--- config.mk ---
export PLATFORM = sky130hd
export DESIGN_NAME = sorted_list_insert_delete
export DESIGN_NICKNAME = d
export VERILOG_FILES = /design/src/rtl/sli_pkg.sv /design/src/rtl/sorted_list_insert_delete.sv
export SDC_FILE = /design/constraint.sdc
export NUM_CORES = 1
export LEC_CHECK = 0
export BUFFER_PORTS_ARGS = -buffer_cell sky130_fd_sc_hd__buf_2
export CAP_MARGIN = 0
export CORE_MARGIN = 2
export CORE_UTILIZATION = 39
export CTS_CLUSTER_DIAMETER = 150
export CTS_CLUSTER_SIZE = 30
export DETAILED_ROUTE_END_ITERATION = 10
export PLACE_DENSITY_LB_ADDON = 0.1
export SETUP_SLACK_MARGIN = 0.2
export SYNTH_ARGS = -nofsm -noshare
export SYNTH_HDL_FRONTEND = slang
export SYNTH_SLANG_ARGS = --single-unit
export TNS_END_PERCENT = 20
--- constraint.sdc ---
create_clock -name clk -period 5 [get_ports clk]
set_input_delay 1 -clock clk [delete_from_list [all_inputs] [get_ports clk]]
set_output_delay 1 -clock clk [all_outputs]
set_load 0.02 [all_outputs]
--- src/rtl/sli_pkg.sv ---
// ----------------------------------------------------------------------------
// sli_pkg
// Shared types and constants for the sorted list insert/delete block.
// ----------------------------------------------------------------------------
package sli_pkg;

    localparam int DEPTH_DEFAULT = 16;

    typedef enum logic
    {
        OP_INSERT = 1'b0,
        OP_DELETE = 1'b1
    } sli_op_t;

    typedef enum logic [1:0]
    {
        ST_INSERTED  = 2'd0,
        ST_DELETED   = 2'd1,
        ST_NOT_FOUND = 2'd2,
        ST_FULL      = 2'd3
    } sli_status_t;

    typedef enum logic [2:0]
    {
        S_IDLE,
        S_INS_RD,
        S_INS_EXE,
        S_DEL_RD,
        S_DEL_EXE,
        S_FST_RD,
        S_FST_EXE,
        S_EMIT
    } sli_state_t;

    typedef struct packed
    {
        sli_op_t            op;
        logic signed [31:0] item_value;
    } sli_in_t;

    typedef struct packed
    {
        sli_status_t        status;
        logic [4:0]         entry_count;
        logic signed [31:0] smallest_value;
        logic signed [31:0] largest_value;
    } sli_out_t;

endpackage

--- src/rtl/sorted_list_insert_delete.sv ---
// ----------------------------------------------------------------------------
// sorted_list_insert_delete
// Bounded ascending list of signed values with in-order insert and
// first-match delete, reporting count, smallest and largest entry.
// ----------------------------------------------------------------------------
// Insert scans from the tail toward its position, delete scans every held entry,
// and a full insert only reads the first and last entry; output backpressure
// holds the result. The next transaction is taken once the result is loaded.
// One transaction at a time; every entry visited takes a read on the
// single read port of the entry memory (address, then registered data).
// Reset clears the count, the sequencer and the output valid; the entry
// memory is not cleared, only entries below the count are ever read.
module sorted_list_insert_delete #(
    parameter int DEPTH = sli_pkg::DEPTH_DEFAULT
) (
    input  logic             clk,
    input  logic             rst_n,
    input  logic             in_valid,
    output logic             in_ready,
    input  sli_pkg::sli_in_t in_data,
    output logic             out_valid,
    input  logic             out_ready,
    output sli_pkg::sli_out_t out_data
);
    import sli_pkg::*;

    localparam int CNT_W = $clog2(DEPTH + 1);
    localparam int AW    = $clog2(DEPTH);

    logic signed [31:0] mem [DEPTH];
    logic signed [31:0] rd_data_reg;

    sli_state_t         state_reg, state_next;
    logic [CNT_W-1:0]   cnt_reg, cnt_next;
    logic [CNT_W-1:0]   idx_reg, idx_next;
    logic               found_reg, found_next;
    logic signed [31:0] v_reg, v_next;
    sli_status_t        status_reg, status_next;
    logic signed [31:0] min_reg, min_next;
    logic               out_valid_reg, out_valid_next;
    sli_out_t           out_data_reg, out_data_next;

    logic               rd_en;
    logic [AW-1:0]      rd_addr;
    logic               we;
    logic [AW-1:0]      wr_addr;
    logic signed [31:0] wr_data;

    logic [CNT_W-1:0]   idx_dec;
    logic [CNT_W-1:0]   cnt_dec;
    logic               full;
    logic               lt;
    logic               load_ok;

    assign idx_dec = idx_reg - 1'b1;
    assign cnt_dec = cnt_reg - 1'b1;
    assign full    = (cnt_reg == CNT_W'(DEPTH));
    assign lt      = (v_reg < rd_data_reg);
    assign load_ok = !out_valid_reg || out_ready;

    assign in_ready  = (state_reg == S_IDLE);
    assign out_valid = out_valid_reg;
    assign out_data  = out_data_reg;

    // next state
    always_comb
    begin
        state_next = state_reg;
        case (state_reg)
            S_IDLE:
            begin
                if (in_valid)
                begin
                    if (in_data.op == OP_DELETE)
                        state_next = S_DEL_RD;
                    else if (full)
                        state_next = S_FST_RD;
                    else
                        state_next = S_INS_RD;
                end
            end
            S_INS_RD:  state_next = (idx_reg == '0) ? S_FST_RD : S_INS_EXE;
            S_INS_EXE: state_next = lt ? S_INS_RD : S_FST_RD;
            S_DEL_RD:  state_next = (idx_reg == cnt_reg) ? S_FST_RD : S_DEL_EXE;
            S_DEL_EXE: state_next = S_DEL_RD;
            S_FST_RD:  state_next = (cnt_reg == '0) ? S_EMIT : S_FST_EXE;
            S_FST_EXE: state_next = S_EMIT;
            S_EMIT:
            begin
                if (load_ok)
                    state_next = S_IDLE;
            end
            default:   state_next = S_IDLE;
        endcase
    end

    // datapath and memory control
    always_comb
    begin
        cnt_next       = cnt_reg;
        idx_next       = idx_reg;
        found_next     = found_reg;
        v_next         = v_reg;
        status_next    = status_reg;
        min_next       = min_reg;
        out_valid_next = out_valid_reg && !out_ready;
        out_data_next  = out_data_reg;
        rd_en          = 1'b0;
        rd_addr        = '0;
        we             = 1'b0;
        wr_addr        = '0;
        wr_data        = v_reg;
        case (state_reg)
            S_IDLE:
            begin
                if (in_valid)
                begin
                    v_next     = in_data.item_value;
                    found_next = 1'b0;
                    if (in_data.op == OP_DELETE)
                    begin
                        idx_next = '0;
                    end
                    else if (full)
                    begin
                        status_next = ST_FULL;
                    end
                    else
                    begin
                        idx_next    = cnt_reg;
                        cnt_next    = cnt_reg + 1'b1;
                        status_next = ST_INSERTED;
                    end
                end
            end
            S_INS_RD:
            begin
                if (idx_reg == '0)
                begin
                    we      = 1'b1;
                    wr_addr = '0;
                    wr_data = v_reg;
                end
                else
                begin
                    rd_en   = 1'b1;
                    rd_addr = idx_dec[AW-1:0];
                end
            end
            S_INS_EXE:
            begin
                we      = 1'b1;
                wr_addr = idx_reg[AW-1:0];
                wr_data = lt ? rd_data_reg : v_reg;
                if (lt)
                    idx_next = idx_dec;
            end
            S_DEL_RD:
            begin
                if (idx_reg == cnt_reg)
                begin
                    if (found_reg)
                    begin
                        cnt_next    = cnt_dec;
                        status_next = ST_DELETED;
                    end
                    else
                    begin
                        status_next = ST_NOT_FOUND;
                    end
                end
                else
                begin
                    rd_en   = 1'b1;
                    rd_addr = idx_reg[AW-1:0];
                end
            end
            S_DEL_EXE:
            begin
                // entries after the match move down by one
                if (found_reg)
                begin
                    we      = 1'b1;
                    wr_addr = idx_dec[AW-1:0];
                    wr_data = rd_data_reg;
                end
                else if (rd_data_reg == v_reg)
                begin
                    found_next = 1'b1;
                end
                idx_next = idx_reg + 1'b1;
            end
            S_FST_RD:
            begin
                if (cnt_reg == '0)
                begin
                    min_next = '0;
                end
                else
                begin
                    rd_en   = 1'b1;
                    rd_addr = '0;
                end
            end
            S_FST_EXE:
            begin
                min_next = rd_data_reg;
                rd_en    = 1'b1;
                rd_addr  = cnt_dec[AW-1:0];
            end
            S_EMIT:
            begin
                if (load_ok)
                begin
                    out_valid_next               = 1'b1;
                    out_data_next.status         = status_reg;
                    out_data_next.entry_count    = 5'(cnt_reg);
                    out_data_next.smallest_value = min_reg;
                    out_data_next.largest_value  = (cnt_reg == '0) ? '0 : rd_data_reg;
                end
            end
            default:
            begin
            end
        endcase
    end

    always_ff @(posedge clk)
    begin
        if (we)
            mem[wr_addr] <= wr_data;
        if (rd_en)
            rd_data_reg <= mem[rd_addr];
    end

    always_ff @(posedge clk or negedge rst_n)
    begin
        if (!rst_n)
        begin
            state_reg     <= S_IDLE;
            cnt_reg       <= '0;
            found_reg     <= 1'b0;
            out_valid_reg <= 1'b0;
        end
        else
        begin
            state_reg     <= state_next;
            cnt_reg       <= cnt_next;
            found_reg     <= found_next;
            out_valid_reg <= out_valid_next;
        end
    end

    always_ff @(posedge clk)
    begin
        idx_reg      <= idx_next;
        v_reg        <= v_next;
        status_reg   <= status_next;
        min_reg      <= min_next;
        out_data_reg <= out_data_next;
    end

    a_cnt_bound: assert property (@(posedge clk) disable iff (!rst_n)
        cnt_reg <= CNT_W'(DEPTH))
        else $error("entry count above depth");

    a_cnt_step: assert property (@(posedge clk) disable iff (!rst_n)
        (cnt_reg == $past(cnt_reg)) ||
        (cnt_reg == CNT_W'($past(cnt_reg) + 1'b1)) ||
        (cnt_reg == CNT_W'($past(cnt_reg) - 1'b1)))
        else $error("entry count moved by more than one");

    a_full_status: assert property (@(posedge clk) disable iff (!rst_n)
        (state_reg == S_EMIT && status_reg == ST_FULL) |-> full)
        else $error("full status with free entries");

    a_idle_no_write: assert property (@(posedge clk) disable iff (!rst_n)
        (state_reg == S_IDLE || state_reg == S_EMIT) |-> !we)
        else $error("memory write outside an operation");

    a_emit_load: assert property (@(posedge clk) disable iff (!rst_n)
        (state_reg == S_EMIT && load_ok) |=> out_valid)
        else $error("result not presented");

endmodule

; ---- Word level (Yosys, flattened, before mapping)
; Memory sizes are Yosys's and may differ from the RTL's. A register that Yosys moved wholly into a read port is not among the register bits.
; Cells that the tools add are included.
; Widths: inputs -> output; s select.
[totals]
elab_cells = 107
ram_bits = 512
ff_bits = 152
n_memories = 1
latchBits = 0
inputBits = 37
romBits = 0
[classes]
n_reduce_logical = 19
n_div = 0
shift = 0
addsub = 4
eq_ne = 19
n_mux = 51
bitwise_logic = 0
n_mul = 0
order_cmp = 1
[memory_table]
columns = name, words, width, rd, rd_ports_with_merged_regs, write_ports, line
row1 = mem, 16, 32, 1, 1, 1, sorted_list_insert_delete.sv:30  ; logic signed [31:0] mem [DEPTH];
[ops]
columns = operator, count
row1 = $pmux 32 s2, 2
row2 = $mux 32, 3
row3 = $mux 5, 9
row4 = $eq 32x32->1, 1
row5 = $lt 32x32->1, 1
row6 = $pmux 3 s8, 1
row7 = $mux 3, 6
row8 = $ne 2x2->1 const B, 8
row9 = $pmux 5 s3, 1
row10 = $mux 1, 14
row11 = $eq 3x3->1 const B, 4
row12 = $mux 4, 3
row13 = $pmux 4 s3, 1
row14 = $add 5x1->5 const B, 2
row15 = $logic_not 5->1, 2
row16 = $mux 2, 5
row17 = $pmux 5 s2, 1
row18 = $reduce_and 2->1, 5
row19 = $sub 5x1->5 const B, 2
row20 = $pmux 4 s2, 1
row21 = $reduce_and 4->1, 2
row22 = $eq 3x2->1 const B, 2
row23 = $reduce_and 6->1, 1
row24 = $reduce_bool 2->1, 3
row25 = other kinds (13), 14

; ---- Longest topological paths before layout
; Gate-level depths: netlist (run 1).
[logic_depth]
ltp_word = 5
depth_mapped = 14
ltp_nobuf = 10

; ---- Worst setup path after synthesis (run 1)
; Ideal clock, no wire load.
[synth_timing]
kind = input port to flip-flop
from = input port out_ready
to = register out_data_reg, in the netlist out_data[0] (enable)
slack_ns = 0.179
required_ns = 4.492
setup_time_ns = 0.508
arrival_time_ns = 4.314
path_stages = 2
path_cell_list = nand2b_1 nor2b_1
[synth_via]
elab_chain_len = 2
[synth_lines]
columns = element, line
row1 = from (decl), sorted_list_insert_delete.sv:22  ; input logic out_ready,
row2 = $logic_or 1x1->1, sorted_list_insert_delete.sv:59  ; assign load_ok = !out_valid_reg || out_ready;
row3 = $reduce_and 2->1 (no line), n/a
row4 = to (signal assigned), sorted_list_insert_delete.sv:260  ; out_data_reg <= out_data_next;
row5 = to (decl), sorted_list_insert_delete.sv:41  ; sli_out_t out_data_reg, out_data_next;
; No other way between the ends.
; A chain may end at the register's enable or synchronous reset.

; ---- Final worst setup path (run 1)
[layout_timing]
from = register v_reg[13]
to = memory mem[10][30], data pin
[layout_via]
elab_chain_len = 3
[layout_lines]
columns = element, line
row1 = from (decl), sorted_list_insert_delete.sv:37  ; logic signed [31:0] v_reg, v_next;
row2 = from (signal assigned), sorted_list_insert_delete.sv:257  ; v_reg <= v_next;
row3 = $lt 32x32->1, sorted_list_insert_delete.sv:58  ; assign lt = (v_reg < rd_data_reg);
row4 = $mux 32, sorted_list_insert_delete.sv:154  ; wr_data = lt ? rd_data_reg : v_reg;
row5 = $pmux 32 s2, sorted_list_insert_delete.sv:113  ; case (state_reg)
row6 = named net wr_data[30], sorted_list_insert_delete.sv:47  ; logic signed [31:0] wr_data;
row7 = to (decl), sorted_list_insert_delete.sv:30
; The timed path passes the listed nets, and every way through them passes these cells.

==> results.json, run 1 <==
{
  "clock_skew_ns": 0.0443,
  "path_cells": "ha_1 > nand4_1 > nor4_1 > a2bb2oi_1 > a31oi_1 > o22ai_1 > a21oi_4 > buf_12 > mux2_2",
  "holdCritPathClass": "input port to asynchronous set/reset pin",
  "period_share": 0.800,
  "vias_per_cell": 5.39,
  "grt_pass1_wl_um": 111000,
  "crit_fanout": 31,
  "largest_register_ffs": 512,
  "mostFrequentLayoutCell": "edfxtp_1",
  "start_util": 0.394,
  "met3_usage": 0.0169,
  "cts_max_level": 1,
  "grt_use_met1": 0.303,
  "drv_cap": 0,
  "fp.coreArea_sq_um": 71600,
  "setup_viol": 0,
  "numCtsBuffers": 27,
  "postCtsSetupBuffers": 0,
  "crit_type": "flip-flop to flip-flop",
  "critical_path.endpoint_type": "flip-flop",
  "fin_util": 0.431,
  "clkSinkCount": 696,
  "insertion_delay_ns": 0.63,
  "row_count": 98,
  "grtUsageTotal": 0.203,
  "worst_slew_pin_slew_ns": 1.17,
  "rsz0062_at_grt": "no",
  "cts_tree": "built",
  "p_per_area_nw_per_um2": 641,
  "outcome": "complete, no violations",
  "drcViolationCount": 0,
  "dieArea_sq_um": 74500,
  "synth-seq-cells": 696,
  "clock_path_buffers": 3,
  "wire_per_inst_um": 25.3,
  "layout.nets": 2157,
  "synth_ff_type": "edfxtp_1",
  "cts.clk_slew.worst_paths_ns": 0.13,
  "areaGrowthSynthToFinish_pct": 9.43,
  "grtUsageMet2": 0.330,
  "crit_buf_inv": 1,
  "synth_top_area_cell": "edfxtp_1",
  "crit_required_ns": 5.29,
  "first_iter_violations": 1771,
  "synth_cell_types": 54,
  "ant_nets": 0,
  "grt_overflow_total": 0,
  "cpMaxStageDelayCell": "nor4_1",
  "synth_cells": 2011,
  "fmax_ghz": 0.250,
  "postRouteWirelength_um": 77000,
  "syn-cell-area_sq_um": 28200,
  "slew_violations": 0,
  "top_usage_layer": "met2",
  "max_slew_margin": 0.209,
  "grt_pass1_vias": 15648,
  "synth_edf_count": 686,
  "final.min_clock_period_ns": 4.00,
  "cp_top_family": "simple AND/OR/NAND/NOR gates",
  "yosysWarningCount": 0,
  "crit_path_max_incr_delay_ns": 0.84,
  "num_vias": 16414,
  "cp-start-kind": "flip-flop",
  "die_w_um": 273,
  "cts_resized": 0,
  "cts_root_buf": "clkbuf_16",
  "io_pins": 110,
  "power_leakage_nw": 10.8,
  "synth-async-reset-ratio": 0.0144,
  "ir_drop_uv": 393,
  "synth_seq_area_share": 0.739,
  "grt_start_max_net_pins": 88,
  "synthTopCellsByArea": "edfxtp_1 (73%), nand2_1 (6.5%), mux2i_1 (3.4%), nand3_1 (3.2%), ha_1 (1.6%)",
  "final_cell_mix": "edfxtp_1 (686), nand2_1 (485), nand3_1 (182), buf_2 (109), mux2i_1 (96)",
  "finalHoldViolCount": 0,
  "arrival_ns": 4.29,
  "die_h_um": 273,
  "synth_area_per_cell_sq_um": 14.0,
  "synth_top_cell_area_share": 0.730,
  "dr.pass1.iters": 5,
  "antenna_found_initial": 1,
  "drive_gt1_frac": 0.128,
  "dp_hpwl_um": 43500,
  "synthesis.nets": 2084,
  "gp_congestion": 0.827,
  "ctsHoldBuffers": 0,
  "fin_tns_setup_ns": 0,
  "fillers": 6537,
  "portBuffers": 109
}
power breakdown:
group / switching (mW) / internal (mW)
Combinational: 5.96 / 2.52
Clock: 1.73 / 1.02
Sequential: 0.457 / 8.10
cell usage after synthesis, drive strengths merged (2+ instances only):
| cell type | number |
|---|---|
| a21o | 6 |
| a21oi | 24 |
| a22oi | 3 |
| a2bb2oi | 2 |
| a31oi | 2 |
| a32oi | 32 |
| and2 | 5 |
| and3 | 6 |
| buf | 62 |
| clkbuf | 46 |
| dfrtp | 10 |
| edfxtp | 686 |
| ha | 36 |
| inv | 43 |
| mux2 | 32 |
| mux2i | 96 |
| nand2 | 486 |
| nand2b | 6 |
| nand3 | 203 |
| nand4 | 5 |
| nor2 | 102 |
| nor2b | 9 |
| nor3 | 11 |
| nor4 | 2 |
| o21a | 2 |
| o21ai | 19 |
| o221ai | 34 |
| o22ai | 9 |
| or3 | 2 |
| xnor2 | 9 |
| xor2 | 7 |
worst paths after layout:
path / cells past startpoint / end / slack (ns) / from
setup / recovery: 9 / mem[10][30]$_DFFE_PP_ / 1.0 / v_reg[13]$_DFFE_PP_
hold / removal: 1 / state_reg[2]$_DFFE_PN0P_ / 0.22 / rst_n
setup reg to reg: 9 / mem[10][30]$_DFFE_PP_ / 1.0 / v_reg[13]$_DFFE_PP_
hold reg to reg: 0 / out_data[36]$_DFFE_PP_ / 0.43 / min_reg[4]$_SDFFCE_PN0P_
max in group asynchronous: 1 / out_valid$_DFF_PN0_ / 4.55 / rst_n
min in group clk: 0 / out_data[36]$_DFFE_PP_ / 0.43 / min_reg[4]$_SDFFCE_PN0P_
layer usage:
layer | routed length, um | vias to the layer above
met4 | 1190 | 0
met3 | 3940 | 66
met1 | 35800 | 8369
li1 | - | 7477
met2 | 36100 | 502
met5 | 0 | -
cells by family after synthesis:
group                      after synthesis  synth area share
AOI/OAI and AO/OA                      143            0.0373
xor gates and xnor gates                16           0.00497
adders and majority gates               36            0.0160
buffers and inverters                  151            0.0258
DFF                                    696             0.739
muxes                                  129            0.0476
and+or+nand+nor                        840             0.129
final cells by class:
type	instances	area, sq um	share of cell area
inverter	43	161	0.00523
tap	950	1190	0.0385
clock buffer	37	713	0.0231
multi-input combinational	1164	6830	0.221
sequential	696	20900	0.675
timing repair buffer	152	1090	0.0354
clock inverter	1	30.0	0.000973
antenna	1	2.50	0.0000811
stage by stage:
step | area [sq um] | hold WS, ns | instances | total power, mW | worst slack [ns]
2_1_floorplan | 28200 | 0.400 | 2011 | 14.1 | 1.11
3_3_place_gp | 30100 | 0.401 | 3005 | 17.2 | 1.05
3_5_place_dp | 30100 | 0.405 | 3005 | 17.2 | 0.995
4_1_cts | 30900 | 0.190 | 3043 | 19.9 | 0.962
5_1_grt | 30900 | 0.205 | 3043 | 20.9 | 0.791
6_report | 30900 | 0.216 | 3044 | 19.8 | 0.999
(Power assumes the default switching activity.)
==> run 2: changes to the inputs <==
--- a/config.mk
+++ b/config.mk
@@ -5,6 +5,7 @@
 export SDC_FILE = /design/constraint.sdc
 export NUM_CORES = 1
 export LEC_CHECK = 0
+export ABC_AREA = 1
 export BUFFER_PORTS_ARGS = -buffer_cell sky130_fd_sc_hd__buf_2
 export CAP_MARGIN = 0
 export CORE_MARGIN = 2
==> constraint.sdc (replaced) <==
create_clock -name clk -period 3.3 [get_ports clk]
set_input_delay 0.66 -clock clk [delete_from_list [all_inputs] [get_ports clk]]
set_output_delay 0.66 -clock clk [all_outputs]
set_load 0.02 [all_outputs]
==> results.json, run 2 <==
{
  "outcome": "complete, no violations",
  "setup_viol": 0,
  "dp_slack_ns": 0.193,
  "clkSinkCount": 696,
  "wire_per_inst_um": 23.4,
  "dp_hpwl_um": 55200,
  "vias_per_cell": 5.28,
  "drv_cap": 0,
  "cts.clk_slew.worst_paths_ns": 0.12,
  "p_sw_mw": 15.5,
  "synth_top_cell_area_share": 0.666,
  "finalHoldViolCount": 0,
  "max_slew_margin": 0.319,
  "areaGrowthSynthToFinish_pct": 11.2,
  "portBuffers": 109,
  "multi_input_area_sq_um": 8130,
  "crit_fanout": 28,
  "final.setup.worst_slack_ns": 0.268,
  "mostFrequentLayoutCell": "edfxtp_1",
  "synth_seq_area_share": 0.674,
  "num_vias": 20925,
  "cpMostUsedCell": "nand3_1",
  "dr.pass1.iters": 6,
  "grtUsageTotal": 0.226,
  "power_leakage_nw": 13.5,
  "first_iter_violations": 2283,
  "dieArea_sq_um": 81600,
  "synth_cells": 2811,
  "syn-cell-area_sq_um": 30900,
  "synth.most_common_cell": "edfxtp_1",
  "fmax_ghz": 0.330,
  "placed_area_sq_um": 33500,
  "ant_nets": 0,
  "yosysWarningCount": 0,
  "dp.cells": 3925,
  "cts_max_level": 1,
  "ir_drop_uv": 550,
  "io_pins": 110,
  "cts_tree": "built",
  "fin_cells": 3965,
  "clock_skew_ns": 0.0483,
  "cp-start-kind": "flip-flop",
  "crit_buf_inv": 3,
  "crit_required_ns": 3.64,
  "synth_common_cells": "edfxtp_1 (686), nand2_1 (619), nand3_1 (543)",
  "p_per_area_nw_per_um2": 1020,
  "synthesis.nets": 2884,
  "drcViolationCount": 0,
  "p_int_mw": 19.5,
  "synth_area_per_cell_sq_um": 11.0,
  "cts_root_buf": "clkbuf_16",
  "crit_type": "flip-flop to flip-flop",
  "drive_gt1_frac": 0.107,
  "synth_edf_count": 686,
  "pwr-share-seq": 0.390,
  "period_share": 0.919,
  "final.min_clock_period_ns": 3.03,
  "crit_path_max_incr_delay_ns": 0.48,
  "p_sw_frac": 0.442,
  "fillers": 7404,
  "slew_violations": 0,
  "cp_top_family": "simple AND/OR/NAND/NOR gates",
  "grt_overflow_total": 0,
  "synth-async-reset-ratio": 0.0144,
  "fin_util": 0.437,
  "arrival_ns": 3.37,
  "postRouteWirelength_um": 92900,
  "postCtsSetupBuffers": 0,
  "synth_ff_type": "edfxtp_1",
  "insertion_delay_ns": 0.65,
  "worst_slew_pin_slew_ns": 1.02,
  "die_w_um": 286,
  "clock_power_share": 0.120,
  "grt_start_max_net_pins": 89,
  "layout.nets": 2978,
  "largest_register_ffs": 512,
  "grt_pass1_vias": 20062,
  "synth_top_area_cell": "edfxtp_1",
  "die_h_um": 286,
  "fp.coreArea_sq_um": 78700,
  "gp_congestion": 0.845,
  "grt_pass1_wl_um": 137000,
  "pwr-share-comb": 0.490,
  "final_cell_mix": "edfxtp_1 (686), nand2_1 (599), nand3_1 (540), inv_1 (392), nand3b_1 (160)",
  "holdCritPathClass": "input port to flip-flop",
  "design_area_sq_um": 34400,
  "seq_area_sq_um": 20900,
  "numCtsBuffers": 27,
  "start_util": 0.393,
  "synth_cell_types": 41,
  "synth-seq-cells": 696,
  "synthTopCellsByArea": "edfxtp_1 (67%), nand3_1 (8.8%), nand2_1 (7.5%), inv_1 (4.8%), nand3b_1 (3.9%)",
  "clock_path_buffers": 3,
  "cpMaxStageDelayCell": "edfxtp_1",
  "rsz0062_at_grt": "yes",
  "power.total_mw": 35.0,
  "critical_path.endpoint_type": "flip-flop",
  "path_cells": "inv_1 > ha_1 > nand2_1 > nor2_1 > nand2_1 > nand2_2 > o21ai_2 > inv_6 > buf_4 > nand3_1 > nand3_1 > nand3_1 > nand3_1 > nand2_1",
  "row_count": 103,
  "antenna_found_initial": 1
}
==> run 2: path summary, 6_finish.rpt <==
| path | start | endpoint | slack (ns) | depth (start not counted) |
|---|---|---|---|---|
| hold reg to reg | min_reg[11]$_SDFFCE_PN0P_ | out_data[43]$_DFFE_PP_ | 0.43 | 0 |
| setup / recovery | idx_reg[1]$_DFFE_PP_ | rd_data_reg[29]$_DFFE_PP_ | 0.27 | 14 |
| setup reg to reg | idx_reg[1]$_DFFE_PP_ | rd_data_reg[29]$_DFFE_PP_ | 0.27 | 14 |
| min in group asynchronous | rst_n | found_reg$_DFFE_PN0P_ | 0.42 | 2 |
| hold / removal | in_data[0] | v_reg[0]$_DFFE_PP_ | 0.21 | 1 |
| max in group asynchronous | rst_n | state_reg[2]$_DFFE_PN0P_ | 2.65 | 2 |
==> run 2: repair_timing <==
action                                  4_1_cts  5_1_grt
gates resized for setup                       1       35
hold buffers                                  1        0
hold endpoints to repair                     10        0
endpoints found under the setup margin       22      481
pin swaps                                     0        2
==> run 2: layout make-up <==
type,instances,share of cell area
inverters,401,0.0440
repair buffers,216,0.0537
diodes,1,0.0000728
flip-flops and latches,696,0.606
clock buffers,37,0.0207
well taps,1050,0.0382
clock inverters,1,0.000873
multi-input cells,1563,0.236
==> run 2: stage by stage <==
| step | hold slack (ns) | TNS (ns) |
|---|---|---|
| 2_1_floorplan | 0.364 | -49.60 |
| 3_3_place_gp | 0.403 | 0 |
| 3_5_place_dp | 0.405 | 0 |
| 4_1_cts | 0.170 | 0 |
| 5_1_grt | 0.181 | 0 |
| 6_report | 0.210 | 0 |
==> run 2: logic make-up after synthesis <==
group / Yosys count / share of synthesized area
fa+ha+maj: 36 / 0.0146
buf+inv: 552 / 0.0742
xor+xnor: 8 / 0.00226
compound gates: 88 / 0.0180
flops: 696 / 0.674
simple gates: 1431 / 0.217
==> run 2: power by group through the flow <==
stage | Sequential (mW) | Combinational (mW) | Clock (mW)
finish | 13.6 | 17.2 | 4.21
global placement | 13.8 | 16.9 | 0
floorplan | 13.9 | 9.93 | 0
CTS | 13.6 | 17.0 | 4.36
global route | 13.8 | 18.8 | 4.60
detailed placement | 13.9 | 16.9 | 0
==> run 2: routing by layer <==
| metal | GRT usage | wire length, um | vias to the layer above |
|---|---|---|---|
| met5 | 0 | 0 | - |
| met4 | 0.0558 | 2160 | 0 |
| met3 | 0.0324 | 6350 | 125 |
| met2 | 0.359 | 42300 | 760 |
| met1 | 0.327 | 42100 | 10329 |
| li1 | - | - | 9711 |
